### src/hw/rtl/sppc_ram.sv
// Generic single-port-write, single-port-read RAM with registered read data.
module sppc_ram #(
    parameter int WIDTH = 1,
    parameter int DEPTH = 1024
) (
    input  logic                     i_clk,
    input  logic                     i_we,
    input  logic [$clog2(DEPTH)-1:0] i_waddr,
    input  logic [WIDTH-1:0]         i_wdata,
    input  logic                     i_re,
    input  logic [$clog2(DEPTH)-1:0] i_raddr,
    output logic [WIDTH-1:0]         o_rdata
);
    logic [WIDTH-1:0] r_mem [DEPTH];
    logic [WIDTH-1:0] r_rdata;

    always_ff @(posedge i_clk) begin
        if (i_we) begin
            r_mem[i_waddr] <= i_wdata;
        end
        if (i_re) begin
            r_rdata <= r_mem[i_raddr];
        end
    end

    assign o_rdata = r_rdata;
endmodule

### config.mk
export PLATFORM = sky130hd
export DESIGN_NAME = sppc_ram
export DESIGN_NICKNAME = d
export VERILOG_FILES = /design/src/hw/rtl/sppc_ram.sv
export SDC_FILE = /design/constraint.sdc
export NUM_CORES = 1
export LEC_CHECK = 0
export BUFFER_PORTS_ARGS = -buffer_cell sky130_fd_sc_hd__buf_2
export CORE_MARGIN = 2
export CORE_UTILIZATION = 35
export CTS_BUF_LIST = sky130_fd_sc_hd__clkbuf_8
export DETAILED_ROUTE_END_ITERATION = 16
export HOLD_SLACK_MARGIN = 0.08
export SETUP_SLACK_MARGIN = 0.15
export SLEW_MARGIN = 40
export SYNTH_ARGS = -nofsm -noshare
export SYNTH_HDL_FRONTEND = slang
export SYNTH_SLANG_ARGS = --single-unit
### constraint.sdc
create_clock -name i_clk -period 3.15 [get_ports i_clk]
set_input_delay 0.4725 -clock i_clk [delete_from_list [all_inputs] [get_ports i_clk]]
set_output_delay 0.4725 -clock i_clk [all_outputs]
set_load 0.05 [all_outputs]
==> flow_summary.json, run 1 <==
{
  "status": "completed",
  "post_drt_wl_per_cell_um": 26.2,
  "ctsHtreeMaxLevel": 4,
  "hold_violations": 0,
  "die_w_um": 361,
  "path_cells": "mux4_2 > mux4_2 > nand2b_1 > a311oi_1 > buf_4 > nor3_1 > nor4_1 > o2111ai_1",
  "numPortBuffers": 24,
  "numCtsBuffers": 165,
  "max_stage_delay_ns": 0.48,
  "drive_gt1_share_pct": 21.0,
  "syn_avg_cell_area_um2": 14.4,
  "hold_buffers": 8,
  "path_max_fanout": 2,
  "yosysTopAreaCell": "edfxtp_1",
  "dp_cells": 4730,
  "yosysTopAreaCellShare_pct": 68.9,
  "ys_top_cells_by_area": "edfxtp_1 69%, mux4_2 10%, nor2_1 8.7%",
  "synth_seq_cells": 1025,
  "crit_type": "register to register",
  "area_growth_pct": 14.1,
  "postRouteAntennaNets": 0,
  "yosys_warnings": 0,
  "overflow": 0,
  "synth_ff_type": "edfxtp_1",
  "fin_ws_ns": 0.399,
  "synth_commonest_cells": "1036 x nor2_1, 1025 x edfxtp_1, 200 x mux4_2, 186 x clkbuf_1, 123 x mux2i_1",
  "end_kind": "register",
  "core-area_um2": 127000,
  "cp.arrival_ns": 3.30,
  "worst_ep_required_time_ns": 3.70,
  "synth_seq_area_share_pct": 68.9,
  "dp_hpwl_um": 70000,
  "synth_edf_count": 1025,
  "row_count": 131,
  "p_int_w": 0.0212,
  "antenna_found_initial": 8,
  "postCtsSetupBuffers": 0,
  "clock_path_buffers": 3,
  "num_vias": 27900,
  "fin_crit_ns": 2.75,
  "nets": 3267,
  "drv_cap": 0,
  "finalPower_w": 0.0276,
  "grt_pass1_vias": 27600,
  "hold_ws_ns": 0.198,
  "cts_root_buffer": "clkbuf_8",
  "viasPerCell": 5.53,
  "p_switching_w": 0.00645,
  "setup_viol": 0,
  "p_comb_share_pct": 6.1,
  "sw_frac_of_total_pct": 23.4,
  "first_pass_iters": 7,
  "slew_headroom_pct": 40.3,
  "drc": 0,
  "place_ws_ns": -0.305,
  "timing.reg2reg.worst_path_depth": 8,
  "clk_latency_ns": 0.86,
  "hp-class": "primary input to register",
  "cts.sink_count": 1025,
  "finalNonFillerCells": 5034,
  "synth.cell_area_um2": 44700,
  "cellLeakagePower_nw": 15.6,
  "worst_pin_slew_ns": 0.893,
  "yosys.cell_count.top_type": "nor2_1",
  "routed_wl_um": 132000,
  "crit_slowest_cell": "mux4_2",
  "io_pins": 25,
  "vdd_drop_max_v": 0.000389,
  "p_seq_share_pct": 54.4,
  "synthCells": 3112,
  "clk_pin_slew_worst_paths_ns": 0.06,
  "die_height_um": 361,
  "finClkSkew_ns": 0.0272,
  "start_util_pct": 35.2,
  "grt_max_degree": 123,
  "cts_tree": "yes",
  "max_freq_mhz": 363,
  "dieArea_um2": 130000,
  "synth_nets": 3136,
  "startpoint_type": "register",
  "initialDrtViolationCount": 3782,
  "synthArstFlopShare_pct": 0,
  "grt_use_total_pct": 20.0,
  "grt_pass1_wl_um": 190000,
  "tns_ns": 0,
  "fin_crit_sh_pct": 87.3,
  "final_max_slew_viol_count": 0,
  "p_clk_share_pct": 39.4,
  "power_density_nw_per_um2": 541,
  "crit_top_cell": "mux4_2",
  "synth_cell_types": 55,
  "grt_setup_unrepaired": "false",
  "ctsResizeCount": 0,
  "place.gp.congestion": 0.798,
  "min_path_cells": 1
}
[critical path, delay by kind of cell (launching register included)]
kind,cells,cell delay (ns)
flops,1,0.36
buf+inv,1,0.17
compound gates,2,0.46
mux,2,0.93
simple gates,3,0.55
[cells by family (layout without fill, tap and decap cells)]
logic type | after synthesis | in the layout | synth area share [%]
multiplexers | 340 | 340 | 13.7
buffers and inverters | 309 | 568 | 3.30
AO/OA/AOI/OAI | 178 | 178 | 2.83
other | 0 | 1 | 0
AND/OR/NAND/NOR | 1260 | 1260 | 11.2
flip-flops | 1025 | 1025 | 68.9
[cell type report]
type	instances	area [um2]
diodes	1	2.50
clock buffers	169	2330
clock inverters	126	727
fillers	11800	76100
inverters	6	22.5
multi-input cells	1778	12600
flip-flops and latches	1025	30800
well taps	1662	2080
repair buffers	267	2460
[stage by stage]
step,util (%),cell area (um2)
floorplan,-,44700
global placement,37.7,47800
detailed placement,37.7,47800
CTS,40.1,51000
global route,40.1,51000
finish,40.1,51000
[registers in the layout (all words and copies together), names as in the netlist]
register / count
r_mem: 1024
o_rdata: 1
[power groups by stage]
stage	combinational, W	clock, W	sequential (W)
floorplan	0.000868	0	0.0153
global placement	0.00167	0	0.0153
detailed placement	0.00168	0	0.0153
CTS	0.00169	0.0111	0.0150
global route	0.00179	0.0116	0.0150
finish	0.00169	0.0109	0.0150
[layer usage]
| metal | wire (um) | GRT usage (%) |
|---|---|---|
| met5 | 34 | 0 |
| met1 | 52700 | 26.3 |
| met4 | 3840 | 6.69 |
| met3 | 10500 | 3.57 |
| met2 | 64900 | 33.6 |
[worst paths after layout]
path / from / end / slack (ns)
setup / recovery: r_mem[443] / o_rdata / 0.40
hold reg to reg: r_mem[227] / o_rdata / 1.18
setup reg to reg: r_mem[443] / o_rdata / 0.40
hold / removal: i_wdata / r_mem[581] / 0.20
[layout by cell type (no fill, tap or decap), types with 5 or more instances in the layout]
cell / count
nand2_1: 80
clkinv_1: 36
dlygate4sd3_1: 8
nor2_1: 1036
nand3_2: 24
o221ai_1: 49
o21ai_0: 11
clkinv_2: 15
bufinv_16: 6
nand3_1: 13
buf_4: 198
nand2_2: 6
a22oi_1: 17
mux2i_1: 123
nor2b_1: 9
mux4_2: 200
edfxtp_1: 1025
clkbuf_8: 169
a2111oi_0: 5
buf_12: 37
o22ai_1: 28
inv_1: 61
buf_2: 21
a21oi_1: 37
nor3_1: 37
nor4_1: 5
mux4_1: 14
nand4_1: 10
nand2b_1: 7
and2_1: 6
Power figures use the tool's default switching activity.
==> run 2, diff against run 1 <==
--- a/config.mk
+++ b/config.mk
@@ -7,10 +7,11 @@
 export LEC_CHECK = 0
 export BUFFER_PORTS_ARGS = -buffer_cell sky130_fd_sc_hd__buf_2
 export CORE_MARGIN = 2
-export CORE_UTILIZATION = 35
+export CORE_UTILIZATION = 55
 export CTS_BUF_LIST = sky130_fd_sc_hd__clkbuf_8
 export DETAILED_ROUTE_END_ITERATION = 16
 export HOLD_SLACK_MARGIN = 0.08
+export PLACE_DENSITY = 0.71
 export SETUP_SLACK_MARGIN = 0.15
 export SLEW_MARGIN = 40
 export SYNTH_ARGS = -nofsm -noshare
==> flow_summary.json, run 2 (synthesized netlist as in run 1, its figures left out) <==
{
  "row_count": 104,
  "postRouteAntennaNets": 0,
  "cts_root_buffer": "clkbuf_8",
  "max_freq_mhz": 342,
  "cts_tree": "yes",
  "num_vias": 28400,
  "routed_wl_um": 123000,
  "worst_ep_required_time_ns": 3.67,
  "largest_reg_flops": 1024,
  "die_height_um": 289,
  "post_drt_wl_per_cell_um": 28.0,
  "vdd_drop_max_v": 0.000425,
  "fin_crit_sh_pct": 92.7,
  "grt_use_total_pct": 29.9,
  "cts.sink_count": 1025,
  "clock_path_buffers": 3,
  "clk_latency_ns": 0.83,
  "core-area_um2": 80400,
  "status": "completed",
  "nets": 3256,
  "largest-register": "r_mem",
  "finalPower_w": 0.0266,
  "drv_cap": 0,
  "postCtsSetupBuffers": 0,
  "die_w_um": 289,
  "viasPerCell": 6.44,
  "cp.arrival_ns": 3.44,
  "path_max_fanout": 2,
  "slew_headroom_pct": 42.8,
  "place.gp.congestion": 0.862,
  "grt_pass1_wl_um": 179000,
  "finalNonFillerCells": 4401,
  "numPortBuffers": 24,
  "drc": 0,
  "grt_pass1_vias": 28000,
  "start_util_pct": 55.5,
  "finClkSkew_ns": 0.0413,
  "dp_cells": 4127,
  "dieArea_um2": 83500,
  "ctsHtreeMaxLevel": 4,
  "n_fill_cell": 5891,
  "fin_crit_ns": 2.92,
  "hold_violations": 0,
  "hold_ws_ns": 0.164,
  "final_max_slew_viol_count": 0,
  "first_pass_iters": 5,
  "final_cell_mix": "1036 x nor2_1, 1025 x edfxtp_1, 200 x mux4_2",
  "end_kind": "register",
  "grt_setup_unrepaired": "false",
  "initialDrtViolationCount": 4227,
  "crit_type": "register to register",
  "clk_pin_slew_worst_paths_ns": 0.06,
  "setup_viol": 0,
  "hp-class": "primary input to register",
  "overflow": 0,
  "worst_pin_slew_ns": 0.851,
  "io_pins": 25,
  "dp_hpwl_um": 71600,
  "area_growth_pct": 11.7,
  "layout_commonest_cell": "nor2_1",
  "numCtsBuffers": 162,
  "drive_gt1_share_pct": 20.7,
  "grt_max_degree": 117,
  "antenna_found_initial": 13,
  "startpoint_type": "register",
  "cellLeakagePower_nw": 15.4,
  "power_density_nw_per_um2": 534,
  "utilization_pct": 62.1,
  "tns_ns": 0
}
[run 2: cell count changes in the layout (fill, tap and decap cells not counted), moves of 6 or more]
cell,before,now
inv_1,61,48
buf_4,198,191
dlygate4sd3_1,8,1
buf_12,37,43
bufinv_16,6,0
[run 2: metrics by stage]
stage / setup WS, ns / area, um2
4_1_cts: 0.281 / 49900
3_3_place_gp: -0.344 / 47100
2_1_floorplan: 0.266 / 44700
5_1_grt: 0.201 / 49900
3_5_place_dp: -0.323 / 47100
6_report: 0.229 / 49900
[run 2: report_power, final]
part / leakage, nW / switching, W / internal (W) / total, W
sequential: 9.21 / 0.00000577 / 0.0150 / 0.0150
combinational: 4.63 / 0.00104 / 0.000625 / 0.00167
clock: 1.57 / 0.00512 / 0.00483 / 0.00995
total: 15.4 / 0.00616 / 0.0205 / 0.0266
[run 2: timing repair]
action,CTS,global route
gates resized for setup,0,0
hold endpoints to repair,1,0
hold buffers,1,0
[run 2: final cells by class]
cell class	count	area, um2	share of cell area, %
multi-input combinational	1778	12600	25.2
tap	1060	1330	2.66
clock inverter	103	489	0.980
sequential	1025	30800	61.7
antenna	6	15.0	0.0301
inverter	6	22.5	0.0451
timing repair buffer	259	2450	4.92
clock buffer	164	2260	4.52
[run 2: final timing paths]
path | startpoint | to | slack (ns) | cells after the start
max | r_mem[27] | o_rdata | 0.23 | 9
min | i_waddr[1] | r_mem[821] | 0.16 | 2
min reg2reg | r_mem[998] | o_rdata | 1.28 | 6
max reg2reg | r_mem[27] | o_rdata | 0.23 | 9
[run 2: per-layer routing]
layer | vias to the layer above | track usage [%] | routed length (um)
met5 | - | 0 | 60
met1 | 14300 | 39.3 | 43500
li1 | 11700 | - | -
met3 | 339 | 7.03 | 15000
met4 | 10 | 12.8 | 5130
met2 | 1919 | 48.3 | 59600
[run 2: worst max-delay path: stages, from the launching register on]
cell and delay (ns):
edfxtp_1 0.36, mux4_2 0.47, a22o_1 0.25, a221oi_1 0.25, o21ai_0 0.14, nor3_1 0.53
a311oi_1 0.12, buf_4 0.18, nor4_1 0.22, o2111ai_1 0.14
